[src/sv/hsrc_pkg.sv]
// ============================================================================
// Host string classifier package
// Shared item types, scan state and character constants for the host
// string reserved-range classifier.
// ============================================================================
`default_nettype none

package hsrc_pkg;

    // Input item: one byte of the host string.
    typedef struct packed {
        logic [7:0] ch;
        logic       last;
        logic       empty_host;
    } hsrc_in_t;

    // Result item: three classification flags.
    typedef struct packed {
        logic reserved;
        logic dotted_quad;
        logic valid_host;
    } hsrc_out_t;

    // Control from the top level to the scanner.
    typedef struct packed {
        logic step;     // the held item is consumed this cycle
        logic restart;  // the held item ends the host (last or empty)
    } hsrc_ctl_t;

    // Running parse state of one host string.
    typedef struct packed {
        logic [3:0]      char_count;
        logic [7:0]      held_char;
        logic            quad_ok;
        logic [1:0]      dot_count;
        logic [7:0]      group_value;
        logic            group_has_digit;
        logic [2:0][7:0] octet_store;
        logic            localhost_match;
        logic            zero_quad_match;
        logic            colon_seen;
        logic            open_bracket;
        logic            percent_seen;
        logic [3:0]      norm_count;
        logic [7:0][7:0] norm_head;
    } hsrc_state_t;

    localparam hsrc_state_t HSRC_STATE_RST = '{
        char_count:      4'd0,
        held_char:       8'd0,
        quad_ok:         1'b1,
        dot_count:       2'd0,
        group_value:     8'd0,
        group_has_digit: 1'b0,
        octet_store:     '0,
        localhost_match: 1'b1,
        zero_quad_match: 1'b1,
        colon_seen:      1'b0,
        open_bracket:    1'b0,
        percent_seen:    1'b0,
        norm_count:      4'd0,
        norm_head:       '0
    };

    // Character codes.
    localparam logic [7:0] CH_0       = 8'h30;
    localparam logic [7:0] CH_1       = 8'h31;
    localparam logic [7:0] CH_2       = 8'h32;
    localparam logic [7:0] CH_8       = 8'h38;
    localparam logic [7:0] CH_9       = 8'h39;
    localparam logic [7:0] CH_DOT     = 8'h2E;
    localparam logic [7:0] CH_COLON   = 8'h3A;
    localparam logic [7:0] CH_LBRACK  = 8'h5B;
    localparam logic [7:0] CH_RBRACK  = 8'h5D;
    localparam logic [7:0] CH_PERCENT = 8'h25;
    localparam logic [7:0] CH_UP_A    = 8'h41;
    localparam logic [7:0] CH_UP_Z    = 8'h5A;
    localparam logic [7:0] CH_A       = 8'h61;
    localparam logic [7:0] CH_B       = 8'h62;
    localparam logic [7:0] CH_C       = 8'h63;
    localparam logic [7:0] CH_D       = 8'h64;
    localparam logic [7:0] CH_E       = 8'h65;
    localparam logic [7:0] CH_F       = 8'h66;
    localparam logic [7:0] CASE_DELTA = 8'h20;

    // Text lengths used in the exact-match tests.
    localparam logic [3:0] LH_LEN = 4'd9;
    localparam logic [3:0] ZQ_LEN = 4'd7;
    localparam logic [3:0] NORM_HEAD_LEN = 4'd8;
    localparam logic [3:0] COUNT_MAX = 4'd15;

    // Expected character of "localhost" at a position below nine.
    function automatic logic [7:0] lh_char(input logic [3:0] pos);
        logic [7:0] c;
        case (pos)
            4'd0:    c = 8'h6C;
            4'd1:    c = 8'h6F;
            4'd2:    c = 8'h63;
            4'd3:    c = 8'h61;
            4'd4:    c = 8'h6C;
            4'd5:    c = 8'h68;
            4'd6:    c = 8'h6F;
            4'd7:    c = 8'h73;
            4'd8:    c = 8'h74;
            default: c = 8'h00;
        endcase
        return c;
    endfunction

    // Expected character of "0.0.0.0": digits at even places, dots between.
    function automatic logic [7:0] zq_char(input logic [3:0] pos);
        return pos[0] ? CH_DOT : CH_0;
    endfunction

    // The documentation prefix "2001:db8".
    localparam logic [7:0][7:0] DOC_PREFIX = {
        8'h38, 8'h62, 8'h64, 8'h3A, 8'h31, 8'h30, 8'h30, 8'h32
    };

endpackage

`default_nettype wire

[src/sv/host_string_reserved_classifier.sv]
// A result passes through the input register and then the result register before it appears on m_.
// Throughput: one item per cycle, set by the single-character scan stage.
// An item that ends a host is held only while the result register is full and unread.
// Reset (aresetn low, synchronous) empties both registers and restores the
// parse state to the start of a new host.
// ============================================================================
// Host string reserved-range classifier
// Input register, one-character scan and classification, result register.
// ============================================================================
`default_nettype none

module host_string_reserved_classifier (
    input  wire logic                aclk,
    input  wire logic                aresetn,
    input  wire logic                s_valid,
    output logic                     s_ready,
    input  wire hsrc_pkg::hsrc_in_t  s_data,
    output logic                     m_valid,
    input  wire logic                m_ready,
    output hsrc_pkg::hsrc_out_t      m_data
);
    import hsrc_pkg::*;

    logic        in_valid_reg;
    logic        in_valid_next;
    hsrc_in_t    in_item_reg;
    logic        m_valid_reg;
    logic        m_valid_next;
    hsrc_out_t   m_data_reg;
    logic        emits;
    logic        advance;
    hsrc_ctl_t   ctl;
    hsrc_state_t state_upd;
    hsrc_out_t   result;

    // The held item moves on unless it needs the result register and that is full.
    assign emits   = in_item_reg.last || in_item_reg.empty_host;
    assign advance = in_valid_reg && (!emits || !m_valid_reg || m_ready);
    assign s_ready = !in_valid_reg || advance;

    assign ctl.step    = advance;
    assign ctl.restart = emits;

    hsrc_scan u_scan (
        .aclk      (aclk),
        .aresetn   (aresetn),
        .ctl       (ctl),
        .item      (in_item_reg),
        .state_upd (state_upd)
    );

    hsrc_classify u_classify (
        .st         (state_upd),
        .empty_host (in_item_reg.empty_host),
        .result     (result)
    );

    // Input register.
    always_comb begin
        in_valid_next = in_valid_reg;
        if (s_valid && s_ready) begin
            in_valid_next = 1'b1;
        end else if (advance) begin
            in_valid_next = 1'b0;
        end
    end

    always_ff @(posedge aclk) begin
        if (!aresetn) begin
            in_valid_reg <= 1'b0;
        end else begin
            in_valid_reg <= in_valid_next;
        end
    end

    always_ff @(posedge aclk) begin
        if (s_valid && s_ready) begin
            in_item_reg <= s_data;
        end
    end

    // Result register.
    always_comb begin
        m_valid_next = m_valid_reg;
        if (advance && emits) begin
            m_valid_next = 1'b1;
        end else if (m_ready) begin
            m_valid_next = 1'b0;
        end
    end

    always_ff @(posedge aclk) begin
        if (!aresetn) begin
            m_valid_reg <= 1'b0;
        end else begin
            m_valid_reg <= m_valid_next;
        end
    end

    always_ff @(posedge aclk) begin
        if (advance && emits) begin
            m_data_reg <= result;
        end
    end

    assign m_valid = m_valid_reg;
    assign m_data  = m_data_reg;

`ifndef SYNTH
    // The input side stalls only behind a full, unread result register.
    a_stall_cause: assert property (@(posedge aclk) disable iff (!aresetn)
        !s_ready |-> (in_valid_reg && emits && m_valid_reg && !m_ready))
        else $error("input stalled without a full result register");

    // A host that is not valid is always reported as reserved.
    a_invalid_reserved: assert property (@(posedge aclk) disable iff (!aresetn)
        (m_valid && !m_data.valid_host) |-> m_data.reserved)
        else $error("invalid host not flagged reserved");

    // An empty host gives the fixed empty result on the next cycle.
    a_empty_result: assert property (@(posedge aclk) disable iff (!aresetn)
        (advance && in_item_reg.empty_host) |=>
            (m_valid && m_data.reserved && !m_data.dotted_quad && !m_data.valid_host))
        else $error("empty host result wrong");

    // A final item that moves on always loads a result.
    a_final_loads: assert property (@(posedge aclk) disable iff (!aresetn)
        (advance && emits) |=> m_valid)
        else $error("final item produced no result");
`endif

endmodule

`default_nettype wire

[src/sv/hsrc_scan.sv]
// ============================================================================
// Host string scanner
// Holds the parse state of the current host and folds in one character per
// step; the post-character state feeds the classifier.
// ============================================================================
`default_nettype none

module hsrc_scan (
    input  wire logic                aclk,
    input  wire logic                aresetn,
    input  wire hsrc_pkg::hsrc_ctl_t ctl,
    input  wire hsrc_pkg::hsrc_in_t  item,
    output hsrc_pkg::hsrc_state_t    state_upd
);
    import hsrc_pkg::*;

    hsrc_state_t state_reg;
    hsrc_state_t state_next;
    logic [7:0]  lc;
    logic [3:0]  pos;
    logic [11:0] acc;

    // Lowercase copy of the character and the decimal accumulation.
    assign lc  = (item.ch inside {[CH_UP_A:CH_UP_Z]}) ? item.ch + CASE_DELTA : item.ch;
    assign pos = state_reg.char_count;
    assign acc = {4'd0, state_reg.group_value} * 12'd10 + {8'd0, item.ch[3:0]};

    // Fold one character into the parse state.
    always_comb begin
        state_upd = state_reg;

        // Dotted quad parse.
        if (item.ch inside {[CH_0:CH_9]}) begin
            if (acc > 12'd255) begin
                state_upd.quad_ok     = 1'b0;
                state_upd.group_value = 8'd0;
            end else begin
                state_upd.group_value = acc[7:0];
            end
            state_upd.group_has_digit = 1'b1;
        end else if (item.ch == CH_DOT) begin
            if (!state_reg.group_has_digit || state_reg.dot_count == 2'd3) begin
                state_upd.quad_ok = 1'b0;
            end else begin
                state_upd.octet_store[state_reg.dot_count] = state_reg.group_value;
                state_upd.dot_count = state_reg.dot_count + 2'd1;
            end
            state_upd.group_value     = 8'd0;
            state_upd.group_has_digit = 1'b0;
        end else begin
            state_upd.quad_ok = 1'b0;
        end

        // Exact text matches against "localhost" and "0.0.0.0".
        if (pos >= LH_LEN || lc != lh_char(pos)) begin
            state_upd.localhost_match = 1'b0;
        end
        if (pos >= ZQ_LEN || item.ch != zq_char(pos)) begin
            state_upd.zero_quad_match = 1'b0;
        end

        if (item.ch == CH_COLON) begin
            state_upd.colon_seen = 1'b1;
        end

        // IPv6 normalization: leading bracket, zone suffix, head capture.
        if (pos == 4'd0 && item.ch == CH_LBRACK) begin
            state_upd.open_bracket = 1'b1;
        end else if (!state_reg.percent_seen) begin
            if (item.ch == CH_PERCENT) begin
                state_upd.percent_seen = 1'b1;
            end else begin
                if (state_reg.norm_count < NORM_HEAD_LEN) begin
                    state_upd.norm_head[state_reg.norm_count[2:0]] = lc;
                end
                if (state_reg.norm_count != COUNT_MAX) begin
                    state_upd.norm_count = state_reg.norm_count + 4'd1;
                end
            end
        end

        state_upd.held_char = item.ch;
        if (state_reg.char_count != COUNT_MAX) begin
            state_upd.char_count = state_reg.char_count + 4'd1;
        end
    end

    // A finished or empty host returns the state to its reset values.
    always_comb begin
        state_next = state_reg;
        if (ctl.step) begin
            state_next = ctl.restart ? HSRC_STATE_RST : state_upd;
        end
    end

    always_ff @(posedge aclk) begin
        if (!aresetn) begin
            state_reg <= HSRC_STATE_RST;
        end else begin
            state_reg <= state_next;
        end
    end

endmodule

`default_nettype wire

[src/sv/hsrc_classify.sv]
// ============================================================================
// Host string classifier decision
// Turns the parse state after the final character into the three result
// flags: IPv4 ranges, localhost, and the IPv6 reserved forms.
// ============================================================================
`default_nettype none

module hsrc_classify (
    input  wire hsrc_pkg::hsrc_state_t st,
    input  wire logic                  empty_host,
    output hsrc_pkg::hsrc_out_t        result
);
    import hsrc_pkg::*;

    logic       quad;
    logic       zero_quad;
    logic       v4_res;
    logic       v6_res;
    logic [3:0] n;
    logic [7:0] a, b, c;
    logic [7:0] h0, h1, h2;

    assign a  = st.octet_store[0];
    assign b  = st.octet_store[1];
    assign c  = st.octet_store[2];
    assign h0 = st.norm_head[0];
    assign h1 = st.norm_head[1];
    assign h2 = st.norm_head[2];

    assign quad      = st.quad_ok && st.dot_count == 2'd3 && st.group_has_digit;
    assign zero_quad = st.zero_quad_match && st.char_count == ZQ_LEN;

    // IPv4 private and reserved ranges.
    always_comb begin
        v4_res = 1'b0;
        if (a == 8'd10 || a == 8'd127 || a == 8'd0)              v4_res = 1'b1;
        if (a == 8'd169 && b == 8'd254)                          v4_res = 1'b1;
        if (a == 8'd172 && (b inside {[8'd16:8'd31]}))           v4_res = 1'b1;
        if (a == 8'd192 && b == 8'd168)                          v4_res = 1'b1;
        if (a == 8'd100 && (b inside {[8'd64:8'd127]}))          v4_res = 1'b1;
        if (a == 8'd192 && b == 8'd0 && c == 8'd2)               v4_res = 1'b1;
        if (a == 8'd198 && b == 8'd51 && c == 8'd100)            v4_res = 1'b1;
        if (a == 8'd203 && b == 8'd0 && c == 8'd113)             v4_res = 1'b1;
        if (a == 8'd198 && b == 8'd18)                           v4_res = 1'b1;
        if (a >= 8'd224)                                         v4_res = 1'b1;
    end

    // IPv6 reserved forms; a closing bracket is dropped from the length.
    always_comb begin
        n      = st.norm_count;
        v6_res = 1'b0;
        if (st.open_bracket && !st.percent_seen && n != 4'd0) begin
            n = n - 4'd1;
        end
        if (st.open_bracket && st.held_char != CH_RBRACK) begin
            v6_res = 1'b0;
        end else begin
            if (n == 4'd0) v6_res = 1'b1;
            if (n == 4'd2 && h0 == CH_COLON && h1 == CH_COLON) v6_res = 1'b1;
            if (n == 4'd3 && h0 == CH_COLON && h1 == CH_COLON && h2 == CH_1) v6_res = 1'b1;
            if (n >= 4'd2 && h0 == CH_F && (h1 == CH_C || h1 == CH_D || h1 == CH_F)) begin
                v6_res = 1'b1;
            end
            if (n >= 4'd3 && h0 == CH_F && h1 == CH_E && (h2 inside {CH_8, CH_9, CH_A, CH_B})) begin
                v6_res = 1'b1;
            end
            if (n >= NORM_HEAD_LEN && st.norm_head == DOC_PREFIX) v6_res = 1'b1;
        end
    end

    // Final flag selection.
    always_comb begin
        if (empty_host) begin
            result.reserved    = 1'b1;
            result.dotted_quad = 1'b0;
            result.valid_host  = 1'b0;
        end else begin
            result.dotted_quad = quad;
            result.valid_host  = !zero_quad;
            if (quad) begin
                result.reserved = v4_res;
            end else if (st.localhost_match && st.char_count == LH_LEN) begin
                result.reserved = 1'b1;
            end else if (zero_quad) begin
                result.reserved = 1'b1;
            end else if (st.colon_seen) begin
                result.reserved = v6_res;
            end else begin
                result.reserved = 1'b0;
            end
        end
    end

endmodule

`default_nettype wire

[config.mk]
export PLATFORM = sky130hd
export DESIGN_NAME = host_string_reserved_classifier
export DESIGN_NICKNAME = d
export VERILOG_FILES = /design/src/sv/hsrc_pkg.sv /design/src/sv/host_string_reserved_classifier.sv /design/src/sv/hsrc_scan.sv /design/src/sv/hsrc_classify.sv
export SDC_FILE = /design/constraint.sdc
export NUM_CORES = 1
export LEC_CHECK = 0
export ABC_AREA = 1
export ABC_CLOCK_PERIOD_IN_PS = 2900
export BUFFER_PORTS_ARGS = -buffer_cell sky130_fd_sc_hd__buf_2
export CORE_ASPECT_RATIO = 0.5
export CORE_UTILIZATION = 40
export CTS_CLUSTER_SIZE = 20
export DETAILED_ROUTE_END_ITERATION = 8
export MAX_ROUTING_LAYER = met4
export SKIP_CTS_REPAIR_TIMING = 1
export SLEW_MARGIN = 20
export SYNTH_ARGS = -nofsm -noshare
export SYNTH_HDL_FRONTEND = slang
export SYNTH_SLANG_ARGS = --single-unit
[constraint.sdc]
create_clock -name aclk -period 2.9 [get_ports aclk]
set_input_delay 0.29 -clock aclk [delete_from_list [all_inputs] [get_ports aclk]]
set_output_delay 0.29 -clock aclk [all_outputs]
set_load 0.01 [all_outputs]
==> flow_summary.ini <==
[worst_setup_path]
reg2regPathDepth = 15
reg2reg_to = m_data[2]$_SDFFCE_PP1P_
crit_arrival_ns = 3.11
cp_max_fo = 3
crit_slowest_cell = fa_2
cpPeakStageDelay_ns = 0.41
worst-r2r-setup-slack_ns = -0.03
cp-end-kind = flip-flop
r2r_start = u_scan.state_reg[101]$_SDFFE_PN0P_
worstSetupPathType = flip-flop to flip-flop
cp_data_required_time_ns = 3.08
startpoint_type = flip-flop
crit_chain = ha_4, ha_4, inv_2, fa_2, xnor2_2, inv_1, nor3_2, nand4_1, nand3_2, nand4_1, nor2_1, o21ai_1, nand3b_1, nor2_1, a21oi_1

[finish]
largest_reg_flops = 109
stdcell_count = 1755
drive_gt1_frac = 0.190
area_growth_pct = 21.4
antenna_cells = 0
final_nets = 1499

[timing]
worst_slack_ns = -0.0260
fin_skew_ns = 0.00810
hold_violations = 0
setup_viol = 1
max_freq_mhz = 342
slew_violations = 0
final.setup.tns_ns = -0.0260
tightest_slew_ns = 0.773
period_needed_ns = 2.93
rsz0062_at_grt = true
fin_crit_sh = 1.01
maxSlewHeadroom = 0.484

[clock_network]
cts_made_buffers = 17
cts-root-buf = clkbuf_16
insertion_delay_ns = 0.43
htreeDepth = 4
cts.reportedPaths.clkPinSlew_ns = 0.06
cts.sinks = 134
clockBufferDepth = 2
cts_tree = yes

[power_and_ir_drop]
power.clock.fraction = 0.499
leakagePower_uw = 0.00460
ir_worst_vdd_mv = 0.421
powerDensity_mw_per_mm2 = 425
power_frac_seq = 0.425
intPower_uw = 3400
sw_frac_of_total = 0.242
comb_power_share = 0.077
power.switching_uw = 1080

[outcome]
status = complete, but fails checks
failed_checks = negative setup slack

[grt]
grt_overflow = 0
grt_pass1_vias = 8143
antenna_found_initial = 0
track_usage = 0.243
grt_max_degree = 61
grt_pass1_wl_mm = 41.6

[detailed_routing]
num_vias = 8894
wl_per_cell_um = 14.8
top_layer = met4
routed_wl_mm = 26.0
routed_via_density = 5.07
ant_nets = 0
wl_met3_mm = 1.35
drcViolationCount = 0
dr.pass1.iters = 5
wl_met1_mm = 12.6
dr_wl_met2_mm = 11.4
drtIter0Drc = 690

[die]
num_rows = 37
die_x_um = 211
die-area_mm2 = 0.0224
die_h_um = 106
fp.coreArea_mm2 = 0.0209
ios = 19
initial_core_util = 0.416

[hold_path]
hp-start = s_data[7]
whs_path_depth = 1
hold_path_class = input pin to flip-flop
hold_end = in_item_reg[7]$_DFFE_PP_

[yosys]
synth_top_family_by_area = simple AND/OR/NAND/NOR gates
avgSynthCellArea_um2 = 6.41
synth_seq_area_share = 0.323
synth_compound_gate_area_share = 0.134
synth-edff-count = 13
yosysUniqueCellTypes = 50
synthArstFlopShare = 0
synth_seq_cells = 134
synth_mux_area_frac = 0.00115
synth_fa_ha_area_frac = 0.0478
synth_flop_cell = dfxtp_1
mappedNetlistArea_mm2 = 0.00870
syn_nets = 1403
synth-xor-area-share = 0.00806
synthSimpleGateAreaFrac = 0.380
synth_cells = 1357
synth_warnings = 0

[placed_design]
io_buffer_count = 18
gp_congestion = 0.934
dp_hpwl_mm = 18.6
dp.cells = 1705

[job]
maxCapViolCount = 0
-- cells by family (layout without fill, tap and decap cells) --
family | after synthesis | in the layout
AO/OA/AOI/OAI | 210 | 210
AND/OR/NAND/NOR | 756 | 756
multiplexers | 1 | 1
adder cells (fa/ha/maj) | 32 | 32
buffers and inverters | 216 | 322
flip-flops | 134 | 134
XOR/XNOR | 8 | 8
-- metrics by stage --
| stage | cell area, µm² | power, µW | setup WS [ns] | hold WS (ns) | util |
|---|---|---|---|---|---|
| after floorplan | 8700 | 2130 | 0.215 | 0.389 | - |
| after global placement | 9580 | 2260 | -0.0922 | 0.447 | 0.458 |
| after detailed placement | 9580 | 2260 | -0.108 | 0.449 | 0.458 |
| after CTS | 10200 | 4500 | -0.164 | 0.0170 | 0.487 |
| after global routing | 10600 | 4640 | -0.211 | 0.0173 | 0.505 |
| final | 10600 | 4480 | -0.0260 | 0.0367 | 0.505 |
-- power by group through the flow --
stage          registers (µW)  logic (µW)  clock network, µW
2_1_floorplan            1940         185                  0
5_1_grt                  1910         374               2360
3_3_place_gp             1950         312                  0
4_1_cts                  1910         315               2270
6_report                 1900         344               2240
3_5_place_dp             1950         313                  0
-- worst max-delay path: cells and delay by family (launching register included) --
kind / cells / cell delay [ns]
buffers and inverters: 2 / 0.14
XOR/XNOR: 1 / 0.21
adder cells (fa/ha/maj): 3 / 0.79
flip-flops: 1 / 0.36
AO/OA/AOI/OAI: 2 / 0.15
AND/OR/NAND/NOR: 7 / 1.02
-- cells in the final DEF, fill, tap and decap left out, types with 3 or more instances in the layout --
master	instances
dfxtp_2	4
o21ai_2	5
nand2_2	14
buf_6	6
nor4_1	4
o22ai_1	11
o211ai_1	3
a2bb2oi_1	4
inv_4	3
or2_2	12
buf_2	18
buf_12	3
nand3_2	8
dfxtp_1	116
nor3_1	18
nand2_4	4
nor2_4	6
inv_2	11
xor2_1	5
nor2_2	17
a21oi_1	118
nand4_1	25
edfxtp_1	13
buf_4	103
clkbuf_8	4
ha_1	27
o21ai_0	29
nor2_1	129
nand3b_1	4
nand3_1	93
o21a_1	4
o21ai_1	10
clkbuf_16	18
inv_1	146
nand2_1	413
a21oi_2	17
-- final cells by class --
| cell class | count | area, µm² |
|---|---|---|
| clock buffers | 23 | 509 |
| clock inverters | 6 | 88.8 |
| fillers | 2096 | 10400 |
| inverters | 162 | 613 |
| multi-input cells | 1007 | 5160 |
| flip-flops and latches | 134 | 2820 |
| well taps | 292 | 365 |
| repair buffers | 131 | 996 |
-- per-layer routing --
layer | vias up | global-route usage
li1 | 4566 | -
met1 | 4065 | 0.326
met2 | 214 | 0.372
met3 | 49 | 0.0443
met4 | 0 | 0.0766
met5 | - | -
-- synth_stat cells, types with 11 or more instances --
cell / number / share of area
a21oi_1: 124 / 0.071
edfxtp_1: 13 / 0.045
a21oi_2: 11 / 0.011
nand3_1: 95 / 0.055
clkbuf_1: 29 / 0.013
or2_2: 12 / 0.0086
nor2_1: 139 / 0.060
o21ai_0: 35 / 0.020
dfxtp_1: 121 / 0.28
o22ai_1: 11 / 0.0079
nand2_1: 421 / 0.18
inv_1: 151 / 0.065
nor3_1: 19 / 0.011
ha_1: 30 / 0.043
nand4_1: 25 / 0.018
-- worst max-delay path by stage --
| stage | startpoint | to | slack [ns] |
|---|---|---|---|
| 3_5_place_dp | in_item_reg[2]$_DFFE_PP_ | m_data[2]$_SDFFCE_PP1P_ | -0.11 |
| 2_1_floorplan | in_item_reg[4]$_DFFE_PP_ | m_data[2]$_SDFFCE_PP1P_ | 0.22 |
| 3_3_place_gp | in_item_reg[5]$_DFFE_PP_ | m_data[2]$_SDFFCE_PP1P_ | -0.09 |
| 4_1_cts | u_scan.state_reg[101]$_SDFFE_PN0P_ | m_data[2]$_SDFFCE_PP1P_ | -0.16 |
| 6_report | u_scan.state_reg[101]$_SDFFE_PN0P_ | m_data[2]$_SDFFCE_PP1P_ | -0.03 |
| 5_1_grt | u_scan.state_reg[101]$_SDFFE_PN0P_ | m_data[2]$_SDFFCE_PP1P_ | -0.21 |
Power figures use the tool's default switching activity.
